## config.mk

```make
export PLATFORM = sky130hd
export DESIGN_NAME = hmap_div
export DESIGN_NICKNAME = d
export VERILOG_FILES = /design/src/sv/assert_macros.svh /design/src/sv/hmap_pkg.sv /design/src/sv/hmap_div.sv
export SDC_FILE = /design/constraint.sdc
export NUM_CORES = 1
export LEC_CHECK = 0
export ABC_AREA = 1
export BUFFER_PORTS_ARGS = -buffer_cell sky130_fd_sc_hd__buf_4
export CAP_MARGIN = 20
export CELL_PAD_IN_SITES_DETAIL_PLACEMENT = 0
export CELL_PAD_IN_SITES_GLOBAL_PLACEMENT = 2
export CORE_AREA = 4 4 122 124
export DETAILED_ROUTE_END_ITERATION = 12
export DIE_AREA = 0 0 126 128
export PLACE_DENSITY_LB_ADDON = 0.1
export SLEW_MARGIN = 20
export SYNTH_ARGS = -nofsm -noshare
export SYNTH_HDL_FRONTEND = slang
export SYNTH_SLANG_ARGS = --single-unit
```

## constraint.sdc

```tcl
create_clock -name clk -period 2.8 [get_ports clk]
set_input_delay 0.28 -clock clk [delete_from_list [all_inputs] [get_ports clk]]
set_output_delay 0.28 -clock clk [all_outputs]
set_load 0.02 [all_outputs]
```

## src/sv/assert_macros.svh

```systemverilog
`ifndef ASSERT_MACROS_SVH
`define ASSERT_MACROS_SVH

// Same-cycle implication, checked on every rising edge outside reset.
`define ASSERT_IMPLY(label, clk, rst_n, ante, cons) \
    label: assert property (@(posedge clk) disable iff (!rst_n) (ante) |-> (cons)) \
        else $error("assertion failed: same-cycle implication");

// Next-cycle implication, checked on every rising edge outside reset.
`define ASSERT_NEXT(label, clk, rst_n, ante, cons) \
    label: assert property (@(posedge clk) disable iff (!rst_n) (ante) |=> (cons)) \
        else $error("assertion failed: next-cycle implication");

`endif

```

## src/sv/hmap_pkg.sv

```systemverilog
`timescale 1ns / 1ps

package hmap_pkg;

    // Field and register widths.
    localparam int SIZE_W    = 11;
    localparam int MULT_W    = 10;
    localparam int KEY_W     = 64;
    localparam int VAL_W     = 31;
    localparam int OUT_W     = 32;
    localparam int STAT_W    = 2;
    localparam int CIDX_W    = 2;
    localparam int DIV_STEPS = 64;

    // Defaults for the top-level parameters.
    localparam int DEF_BUCKETS = 1024;
    localparam int DEF_WAYS    = 4;

    // Register reset values.
    localparam logic [SIZE_W-1:0] TABLE_SIZE_RST = SIZE_W'(1021);
    localparam logic [MULT_W-1:0] HASH_MULT_RST  = MULT_W'(1020);

    typedef enum logic [CIDX_W-1:0] {
        REG_TABLE_SIZE = 2'd0,
        REG_HASH_MULT  = 2'd1
    } reg_idx_t;

    typedef enum logic {
        OP_LOOKUP = 1'b0,
        OP_SET    = 1'b1
    } op_t;

    typedef enum logic [STAT_W-1:0] {
        ST_HIT    = 2'd0,
        ST_INSERT = 2'd1,
        ST_MISS   = 2'd2,
        ST_FULL   = 2'd3
    } status_t;

    // Status of the serial remainder unit.
    typedef struct packed {
        logic busy;
        logic done;
    } div_stat_t;

endpackage

```

## src/sv/hmap_div.sv

```systemverilog
`timescale 1ns / 1ps

// Serial remainder unit: one dividend bit per cycle, restoring form.
module hmap_div (
    input  logic                       clk,
    input  logic                       rst_n,
    input  logic                       start,
    input  logic [hmap_pkg::KEY_W-1:0]  dividend,
    input  logic [hmap_pkg::SIZE_W-1:0] divisor,
    output hmap_pkg::div_stat_t         stat,
    output logic [hmap_pkg::SIZE_W-1:0] rem
);
    import hmap_pkg::*;

    localparam int CNT_W = $clog2(DIV_STEPS);

    logic              busy_reg;
    logic              done_reg;
    logic [CNT_W-1:0]  cnt_reg;
    logic [KEY_W-1:0]  dvd_reg;
    logic [SIZE_W-1:0] rem_reg;
    logic [SIZE_W:0]   trial;
    logic [SIZE_W:0]   diff;
    logic [SIZE_W-1:0] rem_next;

    // One shift and conditional subtract.
    always_comb
    begin
        trial = {rem_reg, dvd_reg[KEY_W-1]};
        diff  = trial - {1'b0, divisor};
        if (trial >= {1'b0, divisor})
        begin
            rem_next = diff[SIZE_W-1:0];
        end
        else
        begin
            rem_next = trial[SIZE_W-1:0];
        end
    end

    // Control: step counter, busy and done flags.
    always_ff @(posedge clk or negedge rst_n)
    begin
        if (!rst_n)
        begin
            busy_reg <= 1'b0;
            done_reg <= 1'b0;
            cnt_reg  <= '0;
        end
        else if (start)
        begin
            busy_reg <= 1'b1;
            done_reg <= 1'b0;
            cnt_reg  <= '0;
        end
        else if (busy_reg)
        begin
            cnt_reg <= cnt_reg + 1'b1;
            if (cnt_reg == CNT_W'(DIV_STEPS - 1))
            begin
                busy_reg <= 1'b0;
                done_reg <= 1'b1;
            end
        end
        else
        begin
            done_reg <= 1'b0;
        end
    end

    // Datapath: dividend shifter and partial remainder.
    always_ff @(posedge clk)
    begin
        if (start)
        begin
            dvd_reg <= dividend;
            rem_reg <= '0;
        end
        else if (busy_reg)
        begin
            dvd_reg <= {dvd_reg[KEY_W-2:0], 1'b0};
            rem_reg <= rem_next;
        end
    end

    assign stat.busy = busy_reg;
    assign stat.done = done_reg;
    assign rem       = rem_reg;

endmodule
```

==> load_flow_metrics.sql, run 1 <==
INSERT INTO impl_metrics (metric_group, metric, value, unit) VALUES
('run_status', 'status', 'finished clean', ''),
('layout', 'ant_diodes', '0', ''),
('logic_synthesis', 'async_flop_share', '9.639', '%'),
('clock_tree', 'cts_repair_resize_count', '0', ''),
('logic_synthesis', 'mappedNetlistNets', '625', ''),
('clock_tree', 'clkSinkCount', '83', ''),
('clock_tree', 'post-cts-setup-buffer-count', '0', ''),
('power', 'power.share.clock', '27.9', '%'),
('logic_synthesis', 'synthDominantAreaCellType', 'edfxtp_1', ''),
('drt', 'average_routed_wire_per_standard_cell', '12.73', 'um'),
('clock_tree', 'clock_root_buffer_master', 'clkbuf_16', ''),
('global_route', 'groute.layer.met1.usage', '18.22', '%'),
('floorplan', 'die_area', '16130', 'um^2'),
('layout', 'design.final.nets', '709', ''),
('logic_synthesis', 'synth-edff-count', '64', ''),
('timing', 'setup_tns', '0', 'ns'),
('drt', 'postRouteWirelength', '10220', 'um'),
('logic_synthesis', 'number_of_synthesis_warnings', '0', ''),
('power', 'power.share.sequential', '38.6', '%'),
('timing', 'final_critical_path_setup_slack', '0.5775', 'ns'),
('global_route', 'gr_busiest_metal', 'met2', ''),
('logic_synthesis', 'sequential_element_share_of_the_synthesized_area', '53.56', '%'),
('flow_run', 'drv.max_cap_violation_count', '0', ''),
('setup_path', 'worst_setup_path_end_kind', 'flop', ''),
('power', 'combPwrFrac', '33.6', '%'),
('layout', 'areaGrowthSynthToFinish', '25.67', '%'),
('floorplan', 'std_cell_rows', '43', ''),
('global_route', 'grt_use_met2', '19.44', '%'),
('layout', 'num-fill-cells', '1468', ''),
('drt', 'via_count', '3535', ''),
('global_route', 'grt_use_met3', '4.542', '%'),
('global_route', 'number_of_global_route_vias_before_repair', '3459', ''),
('global_route', 'grt_pass1_wl', '16910', 'um'),
('floorplan', 'fp.dieW', '126', 'um'),
('power', 'power_report.internal_total', '2.744', 'mW'),
('logic_synthesis', 'most_repeated_cell_in_the_gate_level_netlist_after_synthesis', 'nand2_1', ''),
('clock_tree', 'clockBufferDepth', '2', ''),
('logic_synthesis', 'synthesized_area_divided_by_synthesized_cell_count', '8.189', 'um^2'),
('drt', 'drt-initial-drc-count', '298', ''),
('setup_path', 'worstSetupStartpointType', 'flop', ''),
('global_route', 'grt_antenna_before_repair', '0', ''),
('layout', 'layout-drive-gt1-share', '20.71', '%'),
('layout', 'largest_register_ff_count', '64', ''),
('logic_synthesis', 'syn-instance-count', '534', ''),
('power', 'switchingPower', '1.404', 'mW'),
('place', 'post-place-ws', '0.5360', 'ns'),
('clock_tree', 'cts-hold-fix-buffers', '1', ''),
('timing', 'drv_slew', '0', ''),
('timing', 'layout_min_cycle_time', '2.222', 'ns'),
('place', 'globalplace.congestion', '0.7630', ''),
('setup_path', 'worst_ep_required_time', '3.01', 'ns'),
('timing', 'finalCritPeriodShare', '79.37', '%'),
('logic_synthesis', 'syn-cell-area', '4373', 'um^2'),
('logic_synthesis', 'synth.ff_latch_count', '83', ''),
('clock_tree', 'insertion_delay', '0.33', 'ns'),
('clock_tree', 'tritoncts_clock_tree', 'yes', ''),
('place', 'post-dp-hpwl', '7376', 'um'),
('global_route', 'overflow', '0', ''),
('timing', 'maxClockFrequency', '449.9', 'MHz'),
('power', 'static-leakage-power', '2.817', 'nW'),
('drt', 'drc', '0', ''),
('power', 'max-vdd-ir-drop', '0.3537', 'mV'),
('clock_tree', 'clock_slew_seen_by_the_registers_of_the_worst_setup_and_hold_paths', '0.06', 'ns'),
('global_route', 'global_route_usage_over_all_layers', '12.99', '%'),
('drt', 'detail_route.vias_per_cell', '4.402', ''),
('floorplan', 'starting_density_of_the_core', '31.75', '%'),
('timing', 'max-slew-margin-rel', '42.32', '%'),
('global_route', 'largest_net_degree_at_the_start_of_global_routing', '53', ''),
('timing', 'transition_time_at_the_pin_with_the_least_slew_margin', '0.8620', 'ns'),
('min_path', 'hold_path.class', 'primary input to flop', ''),
('floorplan', 'floorplan.io_pins', '91', '');
==> per-layer routing <==
| metal | vias to the layer above | wire (um) |
|---|---|---|
| li1 | 1856 | - |
| met2 | 82 | 4477 |
| met1 | 1592 | 5035 |
| met3 | 5 | 650 |
| met4 | 0 | 57 |
| met5 | - | 0 |
==> power groups by stage <==
| stage | Combinational (mW) | Sequential [mW] | Clock [mW] |
|---|---|---|---|
| floorplan | 0.935 | 1.68 | 0 |
| detailed placement | 1.40 | 1.63 | 0 |
| global placement | 1.41 | 1.63 | 0 |
| CTS | 1.41 | 1.60 | 1.20 |
| global route | 1.59 | 1.62 | 1.25 |
| finish | 1.39 | 1.60 | 1.16 |
==> kinds of logic (layout without fill, tap and decap cells) <==
kind of cell	after synthesis	in the layout	synth area share [%]
xor+xnor	3	3	0.6010
flops	83	83	53.56
buf+inv	84	173	8.040
fa+ha+maj	13	13	3.891
compound gates	16	16	2.032
simple gates	335	335	31.87
==> final timing paths <==
check	to	slack, ns	from	depth (start not counted)
setup / recovery	rem[2]$_SDFFE_PP0P_	0.58	dvd_reg[63]$_DFFE_PP_	13
hold / removal	dvd_reg[0]$_SDFFCE_PN0P_	0.21	dividend[0]	3
setup reg to reg	rem[2]$_SDFFE_PP0P_	0.58	dvd_reg[63]$_DFFE_PP_	13
hold reg to reg	cnt_reg[5]$_DFFE_PN0P_	0.46	cnt_reg[5]$_DFFE_PN0P_	1
max in group asynchronous	cnt_reg[1]$_DFFE_PN0P_	2.35	rst_n	2
min in group asynchronous	cnt_reg[4]$_DFFE_PN0P_	0.32	rst_n	2
==> layout make-up <==
| type | count | area (um^2) | area share (%) |
|---|---|---|---|
| Clock inverter | 5 | 55.05 | 1.002 |
| Tap cell | 180 | 225.2 | 4.098 |
| Inverter | 62 | 232.7 | 4.235 |
| Multi-Input combinational cell | 367 | 1679 | 30.56 |
| Sequential cell | 83 | 2342 | 42.62 |
| Clock buffer | 11 | 232.7 | 4.235 |
| Timing Repair Buffer | 95 | 728.2 | 13.25 |
==> critical path, cell delays in order, from the launching register on <==
cell and delay [ns]:
edfxtp_1 0.32, inv_1 0.06, ha_1 0.20, fa_1 0.40, inv_1 0.14, nand2_2 0.06, nand2_2 0.07, nand2_2 0.06
nand2_1 0.08, nand2_2 0.16, nand3_2 0.29, nand2_1 0.10, nand3_1 0.08, o21ai_1 0.07
==> through the flow <==
stage          utilization [%]  instance area (um^2)  hold WS (ns)  cells  total power, mW
6_report                 39.90                  5495        0.2057    803            4.149
5_1_grt                  39.90                  5495        0.2000    803            4.459
4_1_cts                  39.90                  5495        0.1919    803            4.220
3_5_place_dp             37.74                  5197        0.1055    786            3.030
3_3_place_gp             37.74                  5197        0.1048    786            3.037
2_1_floorplan                -                  4373      -0.01559    534            2.611
==> cells in the final DEF (no fill, tap or decap), types with 2 or more instances in the layout <==
cell,n
edfxtp_1,64
clkbuf_1,2
nor2_1,16
nor2_2,2
o21ai_1,4
nand2_2,7
dfxtp_1,11
clkinv_2,2
a21oi_1,4
nand4_1,15
dfrtp_1,8
o21ai_0,5
clkinvlp_4,2
clkbuf_16,9
nand3_2,7
inv_1,58
ha_1,12
inv_2,4
nand2_1,263
xor2_1,3
buf_4,93
nand3_1,23
Note: power is estimated with default switching activity, not from simulation.
==> inputs of run 2 (changes only) <==
- clock period: 2.8 -> 2.2 ns (I/O delays scaled with it)
==> run 2 against run 1 <==
Clock skew increased by 0.0024 ns; combinational power increased by 33%; via count decreased by 1.0%; utilization increased by 0.36 points; global-route usage increased by 0.50 points; wire length increased by 3.8%; register-to-register slack got worse by 0.32 ns; hold slack got worse by 0.063 ns; critical path type unchanged; critical endpoint is now rem[0]$_SDFFE_PP0P_; largest power group unchanged.
==> load_flow_metrics.sql, run 2 (same netlist as run 1, synthesis figures left out) <==
INSERT INTO impl_metrics (metric_group, metric, value, unit) VALUES
('setup_path', 'criticalPathCategory', 'flop to flop', ''),
('layout', 'mostFrequentLayoutCell', 'nand2_1', ''),
('setup_path', 'arrival', '2.16', 'ns'),
('timing', 'drv_slew', '0', ''),
('timing', 'max-slew-margin-rel', '64.79', '%'),
('setup_path', 'worst_setup_path_end_kind', 'flop', ''),
('place', 'post-dp-hpwl', '7745', 'um'),
('flow_run', 'drv.max_cap_violation_count', '0', ''),
('drt', 'average_routed_wire_per_standard_cell', '13.08', 'um'),
('clock_tree', 'clock_slew_seen_by_the_registers_of_the_worst_setup_and_hold_paths', '0.06', 'ns'),
('setup_path', 'worst_ep_required_time', '2.42', 'ns'),
('clock_tree', 'tritoncts_clock_tree', 'yes', ''),
('timing', 'maxClockFrequency', '515.5', 'MHz'),
('timing', 'setup_tns', '0', 'ns'),
('place', 'placedInstanceArea', '5269', 'um^2'),
('drt', 'detail_route.vias_per_cell', '4.313', ''),
('timing', 'final.setup_skew', '0.007380', 'ns'),
('setup_path', 'timing.reg2reg.setup_slack', '0.26', 'ns'),
('setup_path', 'timing.critical_path.from', 'dvd_reg[63]$_DFFE_PP_', ''),
('setup_path', 'worstReg2RegStart', 'dvd_reg[63]$_DFFE_PP_', ''),
('min_path', 'hold_path.class', 'primary input to flop', ''),
('timing', 'rsz0062_at_grt', 'false', ''),
('timing', 'transition_time_at_the_pin_with_the_least_slew_margin', '0.5281', 'ns'),
('timing', 'layout_min_cycle_time', '1.940', 'ns'),
('place', 'globalplace.congestion', '0.8002', ''),
('drt', 'drc', '0', ''),
('layout', 'layout-drive-gt1-share', '21.71', '%'),
('global_route', 'grt_antenna_before_repair', '0', ''),
('floorplan', 'std_cell_rows', '43', ''),
('setup_path', 'r2r_end', 'rem[0]$_SDFFE_PP0P_', ''),
('layout', 'final_core_utilization', '40.26', '%'),
('floorplan', 'floorplan.io_pins', '91', ''),
('setup_path', 'worstSetupStartpointType', 'flop', ''),
('global_route', 'global_route_usage_over_all_layers', '13.49', '%'),
('layout', 'areaGrowthSynthToFinish', '26.81', '%'),
('min_path', 'hold_path_end', 'dvd_reg[0]$_SDFFCE_PN0P_', ''),
('global_route', 'grt_pass1_wl', '17390', 'um'),
('power', 'max-vdd-ir-drop', '0.3140', 'mV'),
('drt', 'drt_pass1_iterations', '4', ''),
('drt', 'antenna_violating_nets_post_route', '0', ''),
('clock_tree', 'maximum_level_of_the_cts_h_tree', '3', ''),
('timing', 'report.final.setup_viol', '0', ''),
('floorplan', 'core_area', '13770', 'um^2'),
('timing', 'timing_hold_violations_final', '0', ''),
('run_status', 'status', 'finished clean', ''),
('min_path', 'worst_hold_path.num_cells', '3', ''),
('clock_tree', 'clkSinkCount', '83', ''),
('floorplan', 'fp.dieW', '126', 'um'),
('layout', 'stdcell_area', '5545', 'um^2'),
('clock_tree', 'clock_root_buffer_master', 'clkbuf_16', ''),
('layout', 'layout_common_cells', '263 x nand2_1, 102 x buf_4, 64 x edfxtp_1', ''),
('clock_tree', 'insertion_delay', '0.34', 'ns'),
('setup_path', 'worstPathMaxFanout', '11', ''),
('setup_path', 'ff2ff_path_depth', '13', ''),
('timing', 'fin_worst_hold_slack', '0.1425', 'ns'),
('layout', 'largest_register_ff_count', '64', ''),
('floorplan', 'die_h', '128', 'um'),
('clock_tree', 'clockBufferDepth', '2', ''),
('global_route', 'largest_net_degree_at_the_start_of_global_routing', '53', ''),
('power', 'total_power', '5.210', 'mW'),
('layout', 'design.final.nets', '718', ''),
('global_route', 'overflow', '0', ''),
('layout', 'ant_diodes', '0', ''),
('timing', 'finalCritPeriodShare', '88.18', '%'),
('drt', 'drt-initial-drc-count', '206', ''),
('place', 'io_buffer_count', '90', ''),
('power', 'power_density', '939.5', 'nW/um^2'),
('drt', 'postRouteWirelength', '10610', 'um'),
('power', 'static-leakage-power', '2.851', 'nW'),
('floorplan', 'die_area', '16130', 'um^2'),
('floorplan', 'starting_density_of_the_core', '31.75', '%'),
('global_route', 'number_of_global_route_vias_before_repair', '3524', ''),
('clock_tree', 'post-cts-setup-buffer-count', '0', ''),
('min_path', 'min_from', 'dividend[0]', ''),
('drt', 'via_count', '3498', ''),
('clock_tree', 'total_clock_buffers_created_by_cts', '9', '');
## run 2: per-stage QoR
stage               setup WS [ns]  std cells
floorplan                 0.02766        534
global placement           0.2333        795
detailed placement         0.1780        795
CTS                        0.1683        811
global route              0.02735        811
finish                     0.2600        811
## run 2: report_power, final
group,leakage [nW],total [mW],internal (mW),switching [mW]
clock,0.126,1.34,0.748,0.593
combinational,1.83,1.85,0.753,1.10
sequential,0.900,2.02,1.91,0.115
## run 2: worst max path at each step
| stage | endpoint | slack [ns] | depth (start not counted) |
|---|---|---|---|
| finish | rem[0]$_SDFFE_PP0P_ | 0.26 | 13 |
| global route | rem[10]$_SDFFE_PP0P_ | 0.03 | 15 |
| CTS | rem[0]$_SDFFE_PP0P_ | 0.17 | 13 |
| detailed placement | rem[0]$_SDFFE_PP0P_ | 0.18 | 13 |
| global placement | rem[0]$_SDFFE_PP0P_ | 0.23 | 13 |
| floorplan | dvd_reg[0]$_SDFFCE_PN0P_ | 0.03 | 2 |
## run 2: cell type report
cell class,count,area (um^2)
sequential,83,2342
fill,1474,8228
multi-input combinational,367,1687
clock buffer,9,225.2
inverter,62,236.5
clock inverter,6,33.78
tap,180,225.2
timing repair buffer,104,795.8
## run 2: critical path, cell delays in order, from the launching register on
cell and delay [ns]:
edfxtp_1 0.32, inv_1 0.06, ha_1 0.20, fa_1 0.40, inv_1 0.13, nand2_2 0.06
nand2_2 0.07, nand2_2 0.05, nand2_1 0.07, nand2_2 0.07, nand3_4 0.16, nand2_1 0.09
nand3_1 0.07, o21ai_0 0.07
## run 2: metal layers
layer  part of all wire, %  global-route usage [%]  vias to the layer above
li1                      -                       -                     1869
met1                    49                   18.85                     1531
met2                    44                   20.31                       83
met3                   5.8                   3.750                       15
met4                   1.4                   4.353                        0
met5                     0                       0                        -
## run 2: what timing repair did
item / in CTS / in global routing
hold buffers: 1 / 0
setup endpoints to repair: 0 / 1
hold endpoints to repair: 8 / 0
gates resized for setup: 0 / 1
==> inputs of run 3 (changes only) <==
- ABC_AREA: 1 -> unset
- CORE_AREA: 4 4 122 124 -> 4 4 115 117
- DIE_AREA: 0 0 126 128 -> 0 0 119 121
==> run 3 against run 2 <==
Global-route usage is 0.72 points lower; worst setup slack got worse by 0.25 ns; via count fell by 17%; synthesized cell count fell by 40%; critical path depth is 5 lower; non-clock buffer count is 29 higher; area after synthesis shrank 3.9%; sequential power is essentially flat; cell area up 4.3%; count of clock-buffer cells in the layout unchanged; register-to-register slack got worse by 0.25 ns; critical path type unchanged; highest routed layer unchanged.
==> load_flow_metrics.sql, run 3 <==
INSERT INTO impl_metrics (metric_group, metric, value, unit) VALUES
('clock_tree', 'maximum_level_of_the_cts_h_tree', '3', ''),
('timing', 'layout_min_cycle_time', '2.186', 'ns'),
('global_route', 'grt_use_met2', '20.31', '%'),
('place', 'post-dp-hpwl', '6342', 'um'),
('clock_tree', 'clkSinkCount', '83', ''),
('timing', 'rsz0062_at_grt', 'true', ''),
('floorplan', 'die_area', '14400', 'um^2'),
('floorplan', 'floorplan.io_pins', '91', ''),
('timing', 'transition_time_at_the_pin_with_the_least_slew_margin', '0.3569', 'ns'),
('clock_tree', 'clockBufferDepth', '2', ''),
('logic_synthesis', 'most_repeated_cell_in_the_gate_level_netlist_after_synthesis', 'edfxtp_1', ''),
('layout', 'final_core_utilization', '46.77', '%'),
('timing', 'setup_tns', '0', 'ns'),
('floorplan', 'die_h', '121', 'um'),
('logic_synthesis', 'synthesized_area_divided_by_synthesized_cell_count', '13.17', 'um^2'),
('flow_run', 'drv.max_cap_violation_count', '0', ''),
('logic_synthesis', 'ys.flop_type', 'edfxtp_1', ''),
('min_path', 'hold_path.class', 'primary input to flop', ''),
('global_route', 'number_of_global_route_vias_before_repair', '2957', ''),
('clock_tree', 'tritoncts_clock_tree', 'yes', ''),
('timing', 'report.final.setup_viol', '0', ''),
('global_route', 'gr_busiest_metal', 'met2', ''),
('layout', 'layout-drive-gt1-share', '53.88', '%'),
('power', 'static-leakage-power', '2.493', 'nW'),
('logic_synthesis', 'yosysUniqueCellTypes', '54', ''),
('timing', 'final.setup_skew', '0.003258', 'ns'),
('timing', 'maxClockFrequency', '457.4', 'MHz'),
('power', 'max-vdd-ir-drop', '0.3905', 'mV'),
('drt', 'drc', '0', ''),
('drt', 'drt-initial-drc-count', '109', ''),
('layout', 'largest_register_ff_count', '64', ''),
('global_route', 'grt_pass1_wl', '14280', 'um'),
('global_route', 'global_route_usage_over_all_layers', '12.76', '%'),
('setup_path', 'arrival', '2.44', 'ns'),
('layout', 'stdcell_area', '5782', 'um^2'),
('logic_synthesis', 'number_of_synthesis_warnings', '0', ''),
('layout', 'design.final.nets', '537', ''),
('floorplan', 'fp.dieW', '119', 'um'),
('global_route', 'grt_use_met3', '5.221', '%'),
('timing', 'timing_hold_violations_final', '0', ''),
('clock_tree', 'total_clock_buffers_created_by_cts', '9', ''),
('floorplan', 'std_cell_rows', '41', ''),
('place', 'placedInstanceArea', '5410', 'um^2'),
('global_route', 'grt_antenna_before_repair', '0', ''),
('setup_path', 'worst_ep_required_time', '2.45', 'ns'),
('timing', 'drv_slew', '0', ''),
('layout', 'num-fill-cells', '1177', ''),
('logic_synthesis', 'synth.ff_latch_count', '83', ''),
('logic_synthesis', 'syn-cell-area', '4200', 'um^2'),
('setup_path', 'worst_setup_path_end_kind', 'flop', ''),
('layout', 'areaGrowthSynthToFinish', '37.65', '%'),
('layout', 'layout_common_cells', '128 x buf_4, 64 x edfxtp_1, 63 x mux2_2', ''),
('drt', 'antenna_violating_nets_post_route', '0', ''),
('drt', 'via_count', '2906', ''),
('logic_synthesis', 'synth-edff-count', '64', ''),
('global_route', 'largest_net_degree_at_the_start_of_global_routing', '65', ''),
('timing', 'max-slew-margin-rel', '76.01', '%'),
('drt', 'drt_pass1_iterations', '4', ''),
('run_status', 'status', 'finished clean', ''),
('clock_tree', 'insertion_delay', '0.33', 'ns'),
('logic_synthesis', 'most_frequent_cells_after_synthesis', '64 x edfxtp_1, 63 x mux2_2, 27 x nor2_1, 18 x inv_1, 12 x ha_1', ''),
('floorplan', 'core_area', '12360', 'um^2'),
('place', 'globalplace.congestion', '0.7404', ''),
('clock_tree', 'clock_root_buffer_master', 'clkbuf_16', ''),
('layout', 'mostFrequentLayoutCell', 'buf_4', ''),
('place', 'io_buffer_count', '90', ''),
('drt', 'detail_route.vias_per_cell', '4.665', ''),
('logic_synthesis', 'syn-instance-count', '319', ''),
('global_route', 'groute.layer.met1.usage', '15.37', '%'),
('clock_tree', 'clock_slew_seen_by_the_registers_of_the_worst_setup_and_hold_paths', '0.06', 'ns'),
('setup_path', 'worstSetupStartpointType', 'flop', ''),
('logic_synthesis', 'synth_top_area_share', '45.76', '%'),
('drt', 'postRouteWirelength', '8921', 'um'),
('setup_path', 'criticalPathCategory', 'flop to flop', ''),
('logic_synthesis', 'synthDominantAreaCellType', 'edfxtp_1', ''),
('floorplan', 'starting_density_of_the_core', '33.97', '%'),
('logic_synthesis', 'mappedNetlistNets', '410', ''),
('global_route', 'overflow', '0', ''),
('drt', 'average_routed_wire_per_standard_cell', '14.32', 'um'),
('setup_path', 'worstPathMaxFanout', '10', ''),
('logic_synthesis', 'async_flop_share', '9.639', '%'),
('layout', 'ant_diodes', '0', ''),
('timing', 'finalCritPeriodShare', '99.37', '%'),
('logic_synthesis', 'biggest_area_contributors_in_the_synthesized_netlist', 'edfxtp_1 46%, mux2_2 17%, dfxtp_1 5.2%', ''),
('power', 'power_density', '917.7', 'nW/um^2'),
('logic_synthesis', 'sequential_element_share_of_the_synthesized_area', '55.76', '%');
run 3: cell types whose count changed in the layout (fill, tap and decap cells not counted), moves of 10 or more:
cell     before  now
nand2_1     263   11
mux2_2        0   63
inv_1        58   16
buf_4       102  128
nand3_1      23    3
nand4_1      15    2
nor2_1       16   26
run 3: logic make-up after synthesis:
kind of cell / after synthesis / synth area share (%)
AO/OA/AOI/OAI: 44 / 7.835
XOR/XNOR: 8 / 1.668
adder cells (fa/ha/maj): 13 / 4.051
buffers and inverters: 35 / 3.842
flip-flops: 83 / 55.76
multiplexers: 71 / 18.92
AND/OR/NAND/NOR: 65 / 7.924
run 3: what timing repair did:
item	in CTS	in global routing
gates resized for setup	3	14
hold endpoints to repair	8	0
buffers inserted	0	3
endpoints found under the setup margin	11	11
hold buffers	1	0
pin swaps	2	9
run 3: final timing paths:
kind	endpoint	depth (start not counted)	from	slack (ns)
setup / recovery	rem[7]$_SDFFE_PP0P_	8	rem[8]$_SDFFE_PP0P_	0.01
hold / removal	dvd_reg[0]$_SDFFCE_PN0P_	2	dividend[0]	0.17
setup reg to reg	rem[7]$_SDFFE_PP0P_	8	rem[8]$_SDFFE_PP0P_	0.01
hold reg to reg	done_reg$_DFFE_PN0P_	2	done_reg$_DFFE_PN0P_	0.52
max in group asynchronous	done_reg$_DFFE_PN0P_	2	rst_n	1.83
min in group asynchronous	cnt_reg[0]$_DFFE_PN0P_	2	rst_n	0.24
run 3: layer usage:
| layer | wire length (um) | up-vias |
|---|---|---|
| li1 | - | 1442 |
| met1 | 3824 | 1396 |
| met2 | 4301 | 59 |
| met3 | 661 | 9 |
| met4 | 133 | 0 |
| met5 | 0 | - |
run 3: layout make-up:
type | instances | area (um^2) | area share, %
multi-input cells | 201 | 1829 | 31.64
clock inverters | 7 | 42.54 | 0.7358
flip-flops and latches | 83 | 2356 | 40.75
repair buffers | 133 | 1042 | 18.03
well taps | 172 | 215.2 | 3.722
clock buffers | 9 | 225.2 | 3.895
inverters | 18 | 71.32 | 1.233
run 3: power by group:
group | leakage, nW | total (mW) | internal, mW | switching [mW]
registers | 0.878 | 2.01 | 1.92 | 0.0905
logic | 1.48 | 1.93 | 1.08 | 0.859
clock network | 0.131 | 1.36 | 0.760 | 0.600
total | 2.49 | 5.31 | 3.76 | 1.55
run 3: metrics by stage:
step | total power [mW] | worst slack, ns | hold slack, ns | cells
5_1_grt | 5.640 | -0.04906 | 0.1608 | 623
2_1_floorplan | 3.104 | -0.03256 | -0.07559 | 319
4_1_cts | 5.263 | -0.05496 | 0.1563 | 620
6_report | 5.306 | 0.01394 | 0.1745 | 623
3_3_place_gp | 3.850 | -0.1625 | 0.04446 | 603
3_5_place_dp | 3.852 | -0.1944 | 0.04698 | 603
run 3: worst max-delay path, cell delays in order, from the launching register on:
cell and delay, ns:
dfxtp_4 0.36, ha_4 0.21, a21o_1 0.19, a211o_1 0.28
a211o_1 0.25, or2_4 0.29, buf_12 0.15, o21a_1 0.17
a211oi_2 0.20
